==> src/hdl/acsv_pkg.sv <==
// shared types, constants and character tests for the csi sequence validator
package acsv_pkg;

  localparam int unsigned MAX_LEN = 64;
  localparam int unsigned LEN_W   = $clog2(MAX_LEN + 1);
  localparam int unsigned VAL_W   = 16;

  localparam logic [7:0] CH_ESC     = 8'h1B;
  localparam logic [7:0] CH_LBRACK  = 8'h5B;
  localparam logic [7:0] CH_AT      = 8'h40;
  localparam logic [7:0] CH_SEMI    = 8'h3B;
  localparam logic [7:0] CH_PLUS    = 8'h2B;
  localparam logic [7:0] CH_MINUS   = 8'h2D;
  localparam logic [7:0] CH_SPACE   = 8'h20;
  localparam logic [7:0] CH_ZERO    = 8'h30;
  localparam logic [7:0] CH_NINE    = 8'h39;
  localparam logic [7:0] CH_UP_A    = 8'h41;
  localparam logic [7:0] CH_UP_B    = 8'h42;
  localparam logic [7:0] CH_UP_C    = 8'h43;
  localparam logic [7:0] CH_UP_D    = 8'h44;
  localparam logic [7:0] CH_UP_H    = 8'h48;
  localparam logic [7:0] CH_UP_J    = 8'h4A;
  localparam logic [7:0] CH_UP_K    = 8'h4B;
  localparam logic [7:0] CH_UP_P    = 8'h50;
  localparam logic [7:0] CH_UP_Z    = 8'h5A;
  localparam logic [7:0] CH_LO_A    = 8'h61;
  localparam logic [7:0] CH_LO_F    = 8'h66;
  localparam logic [7:0] CH_LO_M    = 8'h6D;
  localparam logic [7:0] CH_LO_N    = 8'h6E;
  localparam logic [7:0] CH_LO_S    = 8'h73;
  localparam logic [7:0] CH_LO_U    = 8'h75;
  localparam logic [7:0] CH_LO_Z    = 8'h7A;

  // atoi-style field reader phases
  typedef enum logic [1:0] {
    PH_LEAD   = 2'd0,
    PH_SIGN   = 2'd1,
    PH_DIGITS = 2'd2,
    PH_STOP   = 2'd3
  } field_phase_t;

  typedef struct packed {
    logic clear;   // field ends or sequence restarts
    logic step;    // parameter byte goes into the field
  } field_ctrl_t;

  typedef struct packed {
    logic nonempty;
    logic erase_ok;
    logic sgr_ok;
  } field_status_t;

  function automatic logic is_final_byte(input logic [7:0] b);
    return (b >= CH_UP_A && b <= CH_UP_Z) || (b >= CH_LO_A && b <= CH_LO_Z) || b == CH_AT;
  endfunction

  function automatic logic is_digit(input logic [7:0] b);
    return b >= CH_ZERO && b <= CH_NINE;
  endfunction

  function automatic logic is_space(input logic [7:0] b);
    return b == CH_SPACE || (b >= 8'd9 && b <= 8'd13);
  endfunction

  function automatic logic sgr_value_ok(input logic [VAL_W-1:0] v);
    return v == VAL_W'(0) || v == VAL_W'(1) || v == VAL_W'(5) || v == VAL_W'(7)
        || v == VAL_W'(8) || (v >= VAL_W'(30) && v <= VAL_W'(37))
        || (v >= VAL_W'(40) && v <= VAL_W'(47));
  endfunction

endpackage

==> src/hdl/acsv_if.sv <==
// valid/ready channel interfaces for the text byte input and the result output
interface acsv_text_if;
  logic       valid;
  logic       ready;
  logic [7:0] in_byte;

  modport source (output valid, output in_byte, input ready);
  modport sink   (input valid, input in_byte, output ready);
endinterface

interface acsv_result_if;
  logic       valid;
  logic       ready;
  logic [7:0] final_byte;
  logic       seq_valid;

  modport source (output valid, output final_byte, output seq_valid, input ready);
  modport sink   (input valid, input final_byte, input seq_valid, output ready);
endinterface

==> src/hdl/acsv_field.sv <==
// atoi-style reader for one parameter field, with its range checks
module acsv_field (
  input  logic                   clk,
  input  logic                   rst,
  input  logic [7:0]             data,
  input  acsv_pkg::field_ctrl_t  ctrl,
  output acsv_pkg::field_status_t status
);
  import acsv_pkg::*;

  field_phase_t      phase, phase_next;
  logic              negative, negative_next;
  logic [VAL_W-1:0]  value, value_next;
  logic              nonempty, nonempty_next;

  logic              digit;
  logic [3:0]        digit_val;
  logic [VAL_W+3:0]  acc;
  logic [VAL_W-1:0]  acc_sat;

  assign digit     = is_digit(data);
  assign digit_val = 4'(data - CH_ZERO);
  // value * 10 + digit, saturating at the field width
  assign acc       = ({4'b0, value} << 3) + ({4'b0, value} << 1) + (VAL_W+4)'(digit_val);
  assign acc_sat   = (|acc[VAL_W+3:VAL_W]) ? {VAL_W{1'b1}} : acc[VAL_W-1:0];

  always_ff @(posedge clk) begin
    if (rst) begin
      phase    <= PH_LEAD;
      negative <= 1'b0;
      value    <= '0;
      nonempty <= 1'b0;
    end else begin
      phase    <= phase_next;
      negative <= negative_next;
      value    <= value_next;
      nonempty <= nonempty_next;
    end
  end

  always_comb begin
    phase_next    = phase;
    negative_next = negative;
    value_next    = value;
    nonempty_next = nonempty;
    if (ctrl.clear) begin
      phase_next    = PH_LEAD;
      negative_next = 1'b0;
      value_next    = '0;
      nonempty_next = 1'b0;
    end else if (ctrl.step) begin
      nonempty_next = 1'b1;
      unique case (phase)
        PH_LEAD: begin
          if (is_space(data)) begin
            phase_next = PH_LEAD;
          end else if (data == CH_PLUS || data == CH_MINUS) begin
            negative_next = (data == CH_MINUS);
            phase_next    = PH_SIGN;
          end else if (digit) begin
            value_next = acc_sat;
            phase_next = PH_DIGITS;
          end else begin
            phase_next = PH_STOP;
          end
        end
        PH_SIGN, PH_DIGITS: begin
          if (digit) begin
            value_next = acc_sat;
            phase_next = PH_DIGITS;
          end else begin
            phase_next = PH_STOP;
          end
        end
        PH_STOP: phase_next = PH_STOP;
        default: phase_next = PH_LEAD;
      endcase
    end
  end

  // "-0" counts as zero, any other negative value fails both checks
  logic neg_bad;
  assign neg_bad         = negative && (value != '0);
  assign status.nonempty = nonempty;
  assign status.erase_ok = !neg_bad && (value <= VAL_W'(2));
  assign status.sgr_ok   = !neg_bad && sgr_value_ok(value);

endmodule

==> src/hdl/ansi_csi_sequence_validator.sv <==
// top level: checks ansi csi escape sequences in a byte stream
//
// Usage:
//   text   - sink channel, one byte of the stream per beat (in_byte)
//   result - source channel, one beat per completed sequence: the letter or
//            '@' that ended it (final_byte) and whether it is accepted
//            (seq_valid)
// Throughput is one byte per cycle while result is not stalled. A byte is
// taken into an input register and processed there against the sequence
// state once the result register can advance; a final byte loads the result
// register when it is processed, and the result beat is offered from there
// until it is taken. Bytes that end no sequence give no result beat.
// When result is stalled the result register holds; the input register may
// still hold one byte, and text.ready falls only when a byte waits behind a
// result that has not been taken. The synchronous reset leaves no sequence
// open and both registers empty, but does not clear their data. Sequences longer
// than MAX_LEN bytes, final byte included, are reported invalid.
module ansi_csi_sequence_validator (
  input  logic          clk,
  input  logic          rst,
  acsv_text_if.sink     text,
  acsv_result_if.source result
);
  import acsv_pkg::*;

  // input register
  logic       s1_valid;
  logic [7:0] s1_byte;
  logic       s1_adv;
  logic       proc;

  // sequence state
  logic             in_sequence;
  logic             bracket_seen;
  logic [LEN_W-1:0] seq_length;
  logic             first_field_done;
  logic             first_field_ok_erase;
  logic             any_field_seen;
  logic             all_fields_ok;

  // result register
  logic       out_valid;
  logic [7:0] out_byte;
  logic       out_ok;

  field_ctrl_t   fctrl;
  field_status_t fstat;

  logic b_esc, b_final, b_semi, in_params, fin, ok;
  logic first_ok_eff, any_eff, all_eff, no_params, overlong;

  assign s1_adv     = !out_valid || result.ready;
  assign text.ready = !s1_valid || s1_adv;
  assign proc       = s1_valid && s1_adv;

  always_ff @(posedge clk) begin
    if (rst) begin
      s1_valid <= 1'b0;
    end else if (text.ready) begin
      s1_valid <= text.valid;
    end
  end

  always_ff @(posedge clk) begin
    if (text.valid && text.ready) begin
      s1_byte <= text.in_byte;
    end
  end

  assign b_esc     = (s1_byte == CH_ESC);
  assign b_final   = is_final_byte(s1_byte);
  assign b_semi    = (s1_byte == CH_SEMI);
  assign in_params = proc && !b_esc && in_sequence && bracket_seen;
  assign fin       = in_params && b_final;

  assign fctrl.clear = proc && (b_esc || (in_params && (b_semi || b_final)));
  assign fctrl.step  = in_params && !b_final && !b_semi;

  acsv_field u_field (
    .clk    (clk),
    .rst    (rst),
    .data   (s1_byte),
    .ctrl   (fctrl),
    .status (fstat)
  );

  // effect of closing the current field, seen by the final byte
  assign first_ok_eff = first_field_done ? first_field_ok_erase : fstat.erase_ok;
  assign any_eff      = any_field_seen || fstat.nonempty;
  assign all_eff      = all_fields_ok && (!fstat.nonempty || fstat.sgr_ok);
  assign no_params    = (seq_length == LEN_W'(2));
  assign overlong     = (seq_length >= LEN_W'(MAX_LEN));

  always_comb begin
    unique case (s1_byte)
      CH_LO_S, CH_LO_U: ok = no_params;
      CH_UP_P, CH_AT, CH_UP_A, CH_UP_B, CH_UP_C, CH_UP_D,
      CH_UP_H, CH_LO_F, CH_LO_N, CH_UP_K: ok = 1'b1;
      CH_UP_J: ok = first_ok_eff;
      CH_LO_M: ok = no_params || (any_eff && all_eff);
      default: ok = 1'b0;
    endcase
  end

  always_ff @(posedge clk) begin
    if (rst) begin
      in_sequence          <= 1'b0;
      bracket_seen         <= 1'b0;
      seq_length           <= '0;
      first_field_done     <= 1'b0;
      first_field_ok_erase <= 1'b0;
      any_field_seen       <= 1'b0;
      all_fields_ok        <= 1'b1;
    end else if (proc) begin
      if (b_esc || fin) begin
        in_sequence          <= b_esc;
        bracket_seen         <= 1'b0;
        seq_length           <= b_esc ? LEN_W'(1) : '0;
        first_field_done     <= 1'b0;
        first_field_ok_erase <= 1'b0;
        any_field_seen       <= 1'b0;
        all_fields_ok        <= 1'b1;
      end else if (in_sequence && !bracket_seen) begin
        if (s1_byte == CH_LBRACK) begin
          bracket_seen <= 1'b1;
          seq_length   <= LEN_W'(2);
        end
      end else if (in_params) begin
        if (seq_length < LEN_W'(MAX_LEN)) begin
          seq_length <= seq_length + LEN_W'(1);
        end
        if (b_semi) begin
          if (!first_field_done) begin
            first_field_ok_erase <= fstat.erase_ok;
            first_field_done     <= 1'b1;
          end
          any_field_seen <= any_eff;
          all_fields_ok  <= all_eff;
        end
      end
    end
  end

  always_ff @(posedge clk) begin
    if (rst) begin
      out_valid <= 1'b0;
    end else if (fin) begin
      out_valid <= 1'b1;
    end else if (result.ready) begin
      out_valid <= 1'b0;
    end
  end

  always_ff @(posedge clk) begin
    if (fin) begin
      out_byte <= s1_byte;
      out_ok   <= ok && !overlong;
    end
  end

  assign result.valid      = out_valid;
  assign result.final_byte = out_byte;
  assign result.seq_valid  = out_ok;

  a_final_letter: assert property (@(posedge clk) disable iff (rst)
    out_valid |-> is_final_byte(out_byte))
    else $error("result beat without a final byte");

  a_bracket_in_seq: assert property (@(posedge clk) disable iff (rst)
    bracket_seen |-> (in_sequence && seq_length >= LEN_W'(2)))
    else $error("bracket state outside a sequence");

  a_len_bound: assert property (@(posedge clk) disable iff (rst)
    seq_length <= LEN_W'(MAX_LEN))
    else $error("sequence length past its bound");

  a_close_seq: assert property (@(posedge clk) disable iff (rst)
    fin |=> (!in_sequence && out_valid))
    else $error("final byte did not close the sequence");

  a_stall_holds: assert property (@(posedge clk) disable iff (rst)
    (s1_valid && !s1_adv) |=> (s1_valid && $stable(s1_byte)))
    else $error("waiting byte lost during a result stall");

endmodule
==> src/flat_wrapper.sv <==
// flat-port wrapper written by rule: the top's interface ports become plain ports
module ansi_csi_sequence_validator_flat import acsv_pkg::*;
  (clk, rst, text_valid, text_in_byte, text_ready, result_valid, result_final_byte, result_seq_valid, result_ready);
  acsv_text_if text_i ();
  acsv_result_if result_i ();
  input  logic clk;
  input  logic rst;
  input wire logic [$bits(text_i.valid)-1:0] text_valid;
  input wire logic [$bits(text_i.in_byte)-1:0] text_in_byte;
  output wire logic [$bits(text_i.ready)-1:0] text_ready;
  output wire logic [$bits(result_i.valid)-1:0] result_valid;
  output wire logic [$bits(result_i.final_byte)-1:0] result_final_byte;
  output wire logic [$bits(result_i.seq_valid)-1:0] result_seq_valid;
  input wire logic [$bits(result_i.ready)-1:0] result_ready;
  assign text_i.valid = text_valid;
  assign text_i.in_byte = text_in_byte;
  assign text_ready = text_i.ready;
  assign result_valid = result_i.valid;
  assign result_final_byte = result_i.final_byte;
  assign result_seq_valid = result_i.seq_valid;
  assign result_i.ready = result_ready;
  ansi_csi_sequence_validator u_core (.clk(clk), .rst(rst), .text(text_i), .result(result_i));
endmodule
==> config.mk <==
export PLATFORM = sky130hd
export DESIGN_NAME = ansi_csi_sequence_validator_flat
export DESIGN_NICKNAME = d
export VERILOG_FILES = /design/src/hdl/acsv_pkg.sv /design/src/hdl/acsv_if.sv /design/src/hdl/acsv_field.sv /design/src/hdl/ansi_csi_sequence_validator.sv /design/src/flat_wrapper.sv
export SDC_FILE = /design/constraint.sdc
export NUM_CORES = 1
export LEC_CHECK = 0
export BUFFER_PORTS_ARGS = -buffer_cell sky130_fd_sc_hd__clkbuf_2
export CAP_MARGIN = 20
export CORE_MARGIN = 2
export CORE_UTILIZATION = 60
export DETAILED_ROUTE_END_ITERATION = 6
export GPL_ROUTABILITY_DRIVEN = 0
export PLACE_DENSITY_LB_ADDON = 0.15
export SLEW_MARGIN = 20
export SYNTH_ARGS = -nofsm -noshare
export SYNTH_HDL_FRONTEND = slang
export SYNTH_SLANG_ARGS = --single-unit
==> constraint.sdc <==
create_clock -name clk -period 5.03 [get_ports clk]
set_clock_uncertainty 0.2 [all_clocks]
set_input_delay 0.2515 -clock clk [delete_from_list [all_inputs] [get_ports clk]]
set_output_delay 0.2515 -clock clk [all_outputs]
set_load 0.01 [all_outputs]
==> results.json <==
{
  "worst_setup_hold_path_clk_slew_ns": 0.09,
  "ranking_of_synthesized_cells_by_area": "sky130_fd_sc_hd__dfxtp_1 19%, sky130_fd_sc_hd__edfxtp_1 14%, sky130_fd_sc_hd__ha_1 13%, sky130_fd_sc_hd__o221a_1 5.0%, sky130_fd_sc_hd__a21oi_1 4.2%",
  "drv.max_cap_violation_count": 0,
  "p_leak_uw": 0.00163,
  "detail_route.drc_violations": 0,
  "drt_first_pass_iters": 5,
  "synth-edff-count": 17,
  "drt-initial-drc-count": 201,
  "clk_latency_ns": 0.31,
  "n_antenna_cell": 0,
  "synth-async-reset-ratio": 0,
  "post_synth.cell_area_avg_um2": 9.37,
  "ant_nets": 0,
  "synth_top_cell_area_share": 0.194,
  "unrepaired_setup_endpoints_after_global_routing": "no",
  "required_ns": 5.09,
  "vias": 3154,
  "whs_ns": 0.0693,
  "synthCells": 385,
  "final-hold-violation-count": 0,
  "routed_wirelength_um": 8400,
  "worst_hold_path_type": "in2reg",
  "max_freq_mhz": 258,
  "dp.final_hpwl_um": 6020,
  "worst-setup-path-type": "reg2reg",
  "design.final.nets": 462,
  "final.period_utilization": 0.771,
  "least_margin_pin_slew_ns": 1.09,
  "area_growth_syn_to_layout_pct": 9.85,
  "ir_drop_mv": 0.202,
  "synth_common_cells": "37 x sky130_fd_sc_hd__ha_1, 35 x sky130_fd_sc_hd__dfxtp_1, 31 x sky130_fd_sc_hd__nor2_1, 30 x sky130_fd_sc_hd__a21oi_1, 21 x sky130_fd_sc_hd__nand2_1",
  "synth_warnings": 0,
  "yosys.cell_count.top_type": "sky130_fd_sc_hd__ha_1",
  "timing.hold.worst_path_depth": 4,
  "cellPowerDensity_nw_per_um2": 199,
  "timing.slew.headroom": 0.268,
  "unique_cell_type_count_in_the_yosys_netlist": 66,
  "timing.final.setup_violations": 0,
  "route.detailed.wl_per_inst_um": 17.2,
  "clkSinkCount": 52,
  "timing.critical_path.from_type": "register",
  "cts_tree": "done",
  "grt.total_usage": 0.272,
  "initial_core_utilization": 0.617,
  "drt-vias-per-instance": 6.48,
  "critical_path.endpoint_type": "register",
  "ys_dominant_reg_cell": "sky130_fd_sc_hd__dfxtp_1",
  "die_h_um": 81.6,
  "die_w_um": 81.6,
  "layout-drive-gt1-share": 0.102,
  "site_rows": 28,
  "final_max_slew_viol_count": 0,
  "wire_length_of_the_first_global_routing_pass_um": 14000,
  "overflow": 0,
  "numCtsBuffers": 5,
  "io-pin-count": 23,
  "synth_fp_nets": 436,
  "cell_type_contributing_the_most_total_cell_area_after_synthesis": "sky130_fd_sc_hd__dfxtp_1",
  "post-route-min-period_ns": 3.88,
  "run_status": "finished clean",
  "die_area_um2": 6650,
  "reg2reg_depth": 9,
  "n_fill_cell": 482,
  "cp.arrival_ns": 3.93,
  "final_total_pwr_uw": 791,
  "cts-resized-gates": 0,
  "setup_total_negative_slack_ns": 0,
  "core_area_um2": 5850,
  "placement.io_buffers": 22,
  "grt_start_max_net_pins": 18,
  "clock_tree.buffer_depth": 2,
  "worst-path-max-fanout": 17,
  "seq_area_frac_synth": 0.336,
  "syn-cell-area_um2": 3610,
  "first_global_vias": 2963,
  "synth_seq_cells": 52,
  "grt_antenna_before_repair": 0,
  "cts_max_level": 2,
  "root_buffer": "sky130_fd_sc_hd__clkbuf_8"
}
area by class of cell:
class                      instances  area [um^2]  area share
inverter                          11         41.3      0.0104
timing repair buffer              32          208      0.0524
multi-input combinational        309         2300       0.581
clock buffer                       6         72.6      0.0183
tap                               75         93.8      0.0237
clock inverter                     2         35.0     0.00884
sequential                        52         1210       0.306
state kept, by name, indices dropped and copies added (netlist names):
name	count
u_core.in_sequence	1
u_core.result.seq_valid	1
u_core.first_field_ok_erase	1
u_core.u_field.nonempty	1
u_core.s1_byte	8
u_core.u_field.value	16
u_core.bracket_seen	1
u_core.u_field.phase	2
u_core.all_fields_ok	1
u_core.result.final_byte	8
u_core.result.valid	1
u_core.any_field_seen	1
u_core.s1_valid	1
u_core.first_field_done	1
u_core.seq_length	7
u_core.u_field.negative	1
through the flow:
stage	setup WS [ns]	instances	utilization	area, um^2
floorplan	1.86	385	-	3610
global placement	1.42	470	0.643	3760
detailed placement	1.30	470	0.643	3760
CTS	1.21	487	0.676	3960
global route	1.02	487	0.678	3960
finish	1.15	487	0.678	3960
report_power, final:
group	switching, uW	internal [uW]
Clock	138	148
Sequential	18.3	440
Combinational	25.0	22.1
Total	181	610
critical path, stage by stage (launching register included):
cell	delay [ns]
sky130_fd_sc_hd__edfxtp_1	0.66
sky130_fd_sc_hd__fa_1	0.57
sky130_fd_sc_hd__fa_1	0.52
sky130_fd_sc_hd__a21oi_1	0.23
sky130_fd_sc_hd__o22ai_1	0.15
sky130_fd_sc_hd__o2111ai_1	0.33
sky130_fd_sc_hd__a21oi_1	0.15
sky130_fd_sc_hd__o211a_1	0.25
sky130_fd_sc_hd__o2111ai_4	0.45
sky130_fd_sc_hd__o221a_1	0.29
cells by family (layout without fill, tap and decap cells):
kind of cell	after synthesis	count (layout)	share of synthesized area
compound gates	118	118	0.248
xor+xnor	12	12	0.0291
fa+ha+maj	40	40	0.142
buf+inv	24	51	0.0281
flops	52	52	0.336
mux	4	4	0.0114
simple gates	135	135	0.206
worst paths after layout:
path	slack, ns	end	from
max reg2reg	1.15	u_core.u_field.value[2]	u_core.s1_byte[3]
max	1.15	u_core.u_field.value[2]	u_core.s1_byte[3]
min	0.07	u_core.result.valid	result_ready
min reg2reg	0.28	u_core.first_field_ok_erase	u_core.first_field_ok_erase
timing repair:
action / in CTS / in global routing
buffers inserted: 0 / 0
hold buffers: 9 / 0
hold endpoints to repair: 9 / 0
layout by cell type (no fill, tap or decap), drive strengths merged, types with 4 or more instances in the layout:
master,instances
a21oi,30
ha,37
o21ai,21
or3,5
xnor2,10
nand2b,6
dfxtp,35
nor2b,11
clkbuf,28
nand2,22
edfxtp,17
nor2,31
nor4,4
inv,11
nand3,12
a311oi,5
and3,7
o221a,16
nand4,5
a2111oi,5
dlygate4sd3,9
nor3,12
a211oi,4
a21o,6
a31oi,4
layer usage:
layer	vias up	share of wire	track usage
li1	1551	-	-
met1	1491	0.48	0.384
met2	92	0.46	0.421
met3	20	0.046	0.0407
met4	0	0.022	0.105
met5	-	0	0
Note: power is estimated with default switching activity, not from simulation.
